<file path="src/ppsc_pkg.sv">
`timescale 1ns / 1ps
// ----------------------------------------------------------------------------
// ppsc_pkg
// Types, limits and helpers shared by the packed pattern stream checker.
// ----------------------------------------------------------------------------
package ppsc_pkg;

  localparam int unsigned MAX_CHANNELS = 32;
  localparam int unsigned MAX_ROWS     = 256;

  localparam int unsigned CH_W     = 6;   // channel count / index width
  localparam int unsigned ROW_W    = 9;   // row count / index width
  localparam int unsigned TOTAL_W  = 14;  // cells started counter
  localparam int unsigned SKIP_W   = 3;   // bytes still owed to a cell
  localparam int unsigned FROW_W   = 8;   // reported fail row
  localparam int unsigned APB_AW   = 3;
  localparam int unsigned APB_DW   = 32;

  localparam logic [CH_W-1:0]   CH_MAX_SAT  = CH_W'(MAX_CHANNELS);
  localparam logic [ROW_W-1:0]  ROW_MAX_SAT = ROW_W'(MAX_ROWS);
  localparam logic [CH_W-1:0]   CH_RESET    = CH_W'(1);
  localparam logic [ROW_W-1:0]  ROW_RESET   = ROW_W'(64);

  localparam int unsigned       FLAG_BIT      = 7;  // compressed cell marker
  localparam int unsigned       MASK_BITS     = 5;  // bits 0..4 flag extra bytes
  localparam logic [SKIP_W-1:0] PLAIN_EXTRA   = SKIP_W'(4);

  // register select is paddr[2]: one 32-bit register per word
  localparam logic REG_CHANNEL_COUNT = 1'b0;
  localparam logic REG_ROW_COUNT     = 1'b1;

  typedef struct packed {
    logic [7:0] data_byte;
    logic       last_byte;
  } in_beat_t;

  typedef struct packed {
    logic               verdict;
    logic [FROW_W-1:0]  fail_row;
    logic [TOTAL_W-1:0] cells_started;
  } out_beat_t;

  function automatic logic [SKIP_W-1:0] extra_bytes(input logic [7:0] b);
    logic [SKIP_W-1:0] n;
    n = '0;
    for (int i = 0; i < MASK_BITS; i++) begin
      n = n + SKIP_W'(b[i]);
    end
    return n;
  endfunction

endpackage

</file>
<file path="src/packed_pattern_stream_checker_unit.sv">
`timescale 1ns / 1ps
// ----------------------------------------------------------------------------
// packed_pattern_stream_checker_unit
// Walks a pattern's packed cell bytes and reports one verdict per pattern.
// ----------------------------------------------------------------------------
// Throughput: one byte per cycle, except that a last byte stalls while an untaken
// result waits; the cell tracker updates in the accept cycle. The result is registered.
// Non-last bytes keep flowing while a result waits in the output register.
// Reset (rst_n low, synchronous): tracker and out_valid cleared, channel_count
// returns to 1 and row_count to 64.
module packed_pattern_stream_checker_unit (
  input  logic                             clk,
  input  logic                             rst_n,
  input  logic                             in_valid,
  output logic                             in_ready,
  input  ppsc_pkg::in_beat_t               in_data,
  output logic                             out_valid,
  input  logic                             out_ready,
  output ppsc_pkg::out_beat_t              out_data,
  input  logic                             psel,
  input  logic                             penable,
  input  logic                             pwrite,
  input  logic [ppsc_pkg::APB_AW-1:0]      paddr,
  input  logic [ppsc_pkg::APB_DW-1:0]      pwdata,
  output logic [ppsc_pkg::APB_DW-1:0]      prdata,
  output logic                             pready
);

  localparam int unsigned CH_W    = ppsc_pkg::CH_W;
  localparam int unsigned ROW_W   = ppsc_pkg::ROW_W;
  localparam int unsigned TOTAL_W = ppsc_pkg::TOTAL_W;
  localparam int unsigned SKIP_W  = ppsc_pkg::SKIP_W;
  localparam int unsigned FROW_W  = ppsc_pkg::FROW_W;

  // configuration
  logic [CH_W-1:0]  chan_cnt_r;
  logic [ROW_W-1:0] row_cnt_r;
  logic             cfg_wr;

  // cell tracker
  logic [SKIP_W-1:0]  skip_r,  skip_nxt;
  logic               comp_r,  comp_nxt;
  logic [CH_W-1:0]    ch_r,    ch_nxt;
  logic [ROW_W-1:0]   row_r,   row_nxt;
  logic               seen_r,  seen_nxt;
  logic [TOTAL_W-1:0] total_r, total_nxt;

  logic                out_valid_r;
  ppsc_pkg::out_beat_t out_data_r, result;

  logic [CH_W-1:0]  eff_ch;
  logic [ROW_W-1:0] eff_rows;
  logic             none_left, none_left_nxt;
  logic [CH_W:0]    ch_inc;
  logic [ROW_W:0]   row_inc;
  logic [ROW_W-1:0] frow_full;
  logic             in_acc, out_free;

  assign pready   = 1'b1;
  assign cfg_wr   = psel && penable && pwrite;

  always_comb begin
    prdata = '0;
    if (paddr[2] == ppsc_pkg::REG_CHANNEL_COUNT) begin
      prdata = ppsc_pkg::APB_DW'(chan_cnt_r);
    end else begin
      prdata = ppsc_pkg::APB_DW'(row_cnt_r);
    end
  end

  always_ff @(posedge clk) begin
    if (!rst_n) begin
      chan_cnt_r <= ppsc_pkg::CH_RESET;
      row_cnt_r  <= ppsc_pkg::ROW_RESET;
    end else if (cfg_wr) begin
      if (paddr[2] == ppsc_pkg::REG_CHANNEL_COUNT) begin
        chan_cnt_r <= pwdata[CH_W-1:0];
      end else begin
        row_cnt_r <= pwdata[ROW_W-1:0];
      end
    end
  end

  assign eff_ch   = (chan_cnt_r > ppsc_pkg::CH_MAX_SAT) ? ppsc_pkg::CH_MAX_SAT : chan_cnt_r;
  assign eff_rows = (row_cnt_r > ppsc_pkg::ROW_MAX_SAT) ? ppsc_pkg::ROW_MAX_SAT : row_cnt_r;

  // a result register that is free or draining this cycle can take a new one;
  // bytes that produce no result never wait on the output side
  assign out_free = !out_valid_r || out_ready;
  assign in_ready = out_free || !in_data.last_byte;
  assign in_acc   = in_valid && in_ready;

  assign none_left = seen_r || (eff_ch == '0) || (eff_rows == '0) || (row_r >= eff_rows);
  assign ch_inc    = {1'b0, ch_r} + 1'b1;
  assign row_inc   = {1'b0, row_r} + 1'b1;

  always_comb begin
    skip_nxt  = skip_r;
    comp_nxt  = comp_r;
    ch_nxt    = ch_r;
    row_nxt   = row_r;
    seen_nxt  = seen_r;
    total_nxt = total_r;
    if (skip_r != '0) begin
      skip_nxt = skip_r - 1'b1;
    end else if (!none_left) begin
      comp_nxt  = in_data.data_byte[ppsc_pkg::FLAG_BIT];
      skip_nxt  = comp_nxt ? ppsc_pkg::extra_bytes(in_data.data_byte)
                           : ppsc_pkg::PLAIN_EXTRA;
      total_nxt = total_r + 1'b1;
      if (ch_inc >= {1'b0, eff_ch}) begin
        ch_nxt  = '0;
        row_nxt = row_inc[ROW_W-1:0];
        if (row_inc >= {1'b0, eff_rows}) begin
          seen_nxt = 1'b1;
        end
      end else begin
        ch_nxt = ch_inc[CH_W-1:0];
      end
    end
  end

  assign none_left_nxt = seen_nxt || (eff_ch == '0) || (eff_rows == '0) ||
                         (row_nxt >= eff_rows);

  // a compressed cell still owed bytes: report the row it started in
  assign frow_full = (ch_nxt == '0) ? row_nxt - 1'b1 : row_nxt;

  always_comb begin
    result.verdict       = 1'b0;
    result.fail_row      = '0;
    result.cells_started = total_nxt;
    if (comp_nxt && (skip_nxt != '0)) begin
      result.verdict  = 1'b1;
      result.fail_row = frow_full[FROW_W-1:0];
    end else if (!none_left_nxt) begin
      result.verdict  = 1'b1;
      result.fail_row = row_nxt[FROW_W-1:0];
    end
  end

  always_ff @(posedge clk) begin
    if (!rst_n) begin
      skip_r  <= '0;
      comp_r  <= 1'b0;
      ch_r    <= '0;
      row_r   <= '0;
      seen_r  <= 1'b0;
      total_r <= '0;
    end else if (in_acc) begin
      if (in_data.last_byte) begin
        skip_r  <= '0;
        comp_r  <= 1'b0;
        ch_r    <= '0;
        row_r   <= '0;
        seen_r  <= 1'b0;
        total_r <= '0;
      end else begin
        skip_r  <= skip_nxt;
        comp_r  <= comp_nxt;
        ch_r    <= ch_nxt;
        row_r   <= row_nxt;
        seen_r  <= seen_nxt;
        total_r <= total_nxt;
      end
    end
  end

  always_ff @(posedge clk) begin
    if (!rst_n) begin
      out_valid_r <= 1'b0;
    end else if (out_free) begin
      out_valid_r <= in_acc && in_data.last_byte;
    end
  end

  always_ff @(posedge clk) begin
    if (out_free && in_acc && in_data.last_byte) begin
      out_data_r <= result;
    end
  end

  assign out_valid = out_valid_r;
  assign out_data  = out_data_r;

endmodule

</file>
<file path="config.mk">
export PLATFORM = sky130hd
export DESIGN_NAME = packed_pattern_stream_checker_unit
export DESIGN_NICKNAME = d
export VERILOG_FILES = /design/src/ppsc_pkg.sv /design/src/packed_pattern_stream_checker_unit.sv
export SDC_FILE = /design/constraint.sdc
export NUM_CORES = 1
export LEC_CHECK = 0
export ABC_CLOCK_PERIOD_IN_PS = 6100
export BUFFER_PORTS_ARGS = -buffer_cell sky130_fd_sc_hd__buf_2
export CORE_UTILIZATION = 56
export CTS_CLUSTER_SIZE = 20
export DETAILED_ROUTE_END_ITERATION = 7
export HOLD_SLACK_MARGIN = 0.06
export PLACE_DENSITY = 0.82
export SLEW_MARGIN = 20
export SYNTH_ARGS = -nofsm -noshare
export SYNTH_HDL_FRONTEND = slang
export SYNTH_SLANG_ARGS = --single-unit
</file>
<file path="constraint.sdc">
create_clock -name clk -period 6.1 [get_ports clk]
set_input_delay 0.915 -clock clk [delete_from_list [all_inputs] [get_ports clk]]
set_output_delay 0.915 -clock clk [all_outputs]
set_load 0.01 [all_outputs]
</file>
==> metrics.md <==
| Metric | Value |
|---|---|
| Status | finished, final reports clean |
| Final setup violation count | 0 |
| Clock Skew | about 13 ps |
| Initial Util | 0.578 |
| Die Ht | 96.8 um |
| Critical Path Sink Type | flip-flop |
| Crit. path cell count | 16 |
| Cell count after synthesis | roughly 560 |
| Slew Limit Fails | 0 |
| Routed wire length | about 11000 um |
| Headroom to the max-slew limit | 0.416 |
| Buffers on Ports | between 50 and 60 |
| Final hold slack | ~500 ps |
| Max Clk Rate | between 0.15 and 0.2 GHz |
| Critical Path Max Stage Delay | about 750 ps |
| Worst Path Max Fanout | 8 |
| NumNets Final | a little under 700 |
| GRT Util Overall | 0.241 |
| Crit share post-route | 0.874 |
| Final Critical Period | roughly 5300 ps |
| # fillers | about 700 |
| Root buffer cell | clkbuf_8 |
| # diodes | 0 |
| Clock sinks | 73 |
| Cell Chain, Critical Path | clkinv_1 > ha_1 > a211oi_2 > a21bo_1 > or3_1 > a211oi_2 > xnor2_1 > ha_1 > nand2b_1 > a21o_1 > a211oi_1 > or3_1 > a21oi_1 > a2111oi_2 > mux2i_1 > mux2i_1 |
| Final Hold Fails | 0 |
| CP top delay family | compound AO/OA/AOI/OAI gates |
| Total grt overflow | 0 |
| Post-synthesis register bit count | between 70 and 80 |
| Worst Path Buf+Inv | 1 |
| Placer Congestion | 0.892 |
| Worst slew pin tran | roughly 870 ps |
| Setup CP Type | flip-flop to flip-flop |
| Worst reg2reg path depth | 16 |
| Most frequent cells in the layout | nand2_1, buf_2, dfxtp_1 |
| Setup bufs post-CTS | 0 |
| Post-Synthesis Cell Area | between 0.005 and 0.006 mm^2 |
| Max Cap Viol | 0 |
| Final setup TNS | 0 ps |
| TritonCTS clock tree | yes |
| EDFF count, synth | 23 |
| Register area share after synthesis | 0.336 |
| First-pass GRT wire length | about 19000 um |
| Core Area | between 0.008 and 0.009 mm^2 |
| Largest net degree at the start of global routing | 51 |
| Footprint of the multi-input gates | approximately 0.0031 mm^2 |
| CP arrival | between 5000 and 6000 ps |
| Asr flop ratio synth | 0 |
| Vias post-DR | between 4000 and 5000 |
| Max stage delay cell, worst path | a2111oi_2 |
| # hold bufs at CTS | 0 |
| Clk buf depth | 2 |
| Area Growth Syn to Fin | 8.40% |
| Critical Path RT | between 6000 and 7000 ps |
| Critical path startpoint category | flip-flop |
| Die width | slightly below 100 um |
| Hold path depth | 2 |
| Synth cell types | approximately 70 |
| RSZ-0062 raised after global routing | no |
| Initial antenna violation count | 0 |
| Resized cells post-CTS | 0 |
| Row cnt | 34 |
| Hold crit path type | flip-flop to flip-flop |
| Worst-path clk slew | approximately 80 ps |
| Vias per cell | 5.97 |
| Share of layout cells above drive strength 1 | 0.153 |
| Syn. warnings | 0 |
| Peak VDD IR | roughly 0.11 mV |
| Per-cell routed wire length | approximately 15 um |
| PwrDens | 207 mW/mm^2 |
| Die ar. | between 0.009 and 0.01 mm^2 |
| Number of remaining DRC errors | 0 |
| Clk_lat worst skew | 360 ps |
| Number of global-route vias before repair | 4095 |
| IO Count | 109 |
| HPWL reported at the end of detailed placement | a little over 8000 um |
| Static leakage power | 2.35 nW |
| Commonest non-fill, non-tap cell in the layout | nand2_1 |
| Drt pass-1 iters | 5 |
| DRT antenna net count | 0 |
| Ys flop type | dfxtp_1 |
| First-iteration detailed-routing DRC count | approximately 240 |
| Storage element area | roughly 0.0017 mm^2 |
| Num CTS Buffers | 9 |
| H-tree depth | 3 |
| Mean Syn Cell Area | around 9 um^2 |
[cell usage after synthesis, drive strengths merged (2+ instances only)]
library cell	instances	area, um^2
a211oi	5	47.5
nor2b	33	206
a211o	2	17.5
or4	4	30.0
o311ai	2	17.5
conb	2	7.51
nand4	8	50.1
and4	3	26.3
xor2	14	123
or3	8	55.1
nand3	20	105
nor4	4	25.0
a21oi	13	76.3
a21o	6	45.0
and3	9	56.3
xnor2	19	166
a31oi	5	31.3
o2111ai	2	17.5
buf	28	205
nand2b	8	50.1
o211ai	6	45.0
nor3	8	40.0
or2	4	25.0
inv	21	78.8
clkbuf	18	67.6
o22ai	3	18.8
o21ai	19	95.1
ha	40	500
o21a	3	22.5
a21boi	15	113
dfxtp	50	1000
mux2	7	82.6
a22oi	19	143
mux2i	12	120
nor2	17	63.8
nand2	59	221
and2	15	93.8
fa	2	40.0
edfxtp	23	691
a2111oi	3	57.6
[worst paths after layout]
| path | start | endpoint | slack, ps |
|---|---|---|---|
| min | row_cnt_r[4]$_SDFFE_PN0P_ | row_cnt_r[4]$_SDFFE_PN0P_ | 500 |
| max | row_cnt_r[8]$_SDFFE_PN0P_ | out_data[14]$_DFFE_PP_ | 770 |
| min reg2reg | row_cnt_r[4]$_SDFFE_PN0P_ | row_cnt_r[4]$_SDFFE_PN0P_ | 500 |
| max reg2reg | row_cnt_r[8]$_SDFFE_PN0P_ | out_data[14]$_DFFE_PP_ | 770 |
[worst reg2reg max path, cell delays in order, from the launching register on]
cell and delay (ps):
dfxtp_1 420, clkinv_1 230, ha_1 420, a211oi_2 250, a21bo_1 250, or3_1 440, a211oi_2 620, xnor2_1 250
ha_1 320, nand2b_1 150, a21o_1 180, a211oi_1 270, or3_1 170, a21oi_1 70, a2111oi_2 750, mux2i_1 220
mux2i_1 170
[through the flow]
step,cell area (um^2),cells,setup slack [ps],power (mW),util
2_1_floorplan,5120,579,1700,0.731,-
3_3_place_gp,5280,699,1020,0.768,0.605
3_5_place_dp,5280,699,880,0.778,0.605
4_1_cts,5460,715,832,1.13,0.626
5_1_grt,5460,715,457,1.18,0.626
6_report,5460,715,770,1.13,0.626
[layout make-up]
class | count | share of cell area
flip-flops and latches | 73 | 0.310
well taps | 108 | 0.0247
repair buffers | 58 | 0.0536
inverters | 22 | 0.0151
multi-input cells | 438 | 0.563
clock buffers | 9 | 0.0227
clock inverters | 7 | 0.0112
[registers in the layout (all words and copies together), names as in the netlist]
register	count
out_data	23
total_r	14
row_cnt_r	9
row_r	9
ch_r	6
chan_cnt_r	6
skip_r	3
comp_r	1
out_valid	1
seen_r	1
[routing by layer]
| layer | wire (um) | vias to the layer above | global-route usage |
|---|---|---|---|
| met4 | 228 | 0 | 0.0953 |
| met1 | 4810 | 2035 | 0.302 |
| met3 | 685 | 24 | 0.0499 |
| li1 | - | 2050 | - |
| met5 | 0 | - | 0 |
| met2 | 5300 | 162 | 0.405 |
[report_power, final]
group	switching (mW)	internal, mW
clock	0.205	0.154
combinational	0.149	0.0912
sequential	0.00921	0.521
total	0.364	0.766
[kinds of logic after synthesis]
group	Yosys count	share of synthesized area
other cells	2	0.00149
compound gates	116	0.172
xor+xnor	33	0.0574
fa+ha+maj	42	0.107
flops	73	0.336
buf+inv	68	0.0705
simple gates	204	0.215
mux	19	0.0402
(Power assumes the default switching activity.)
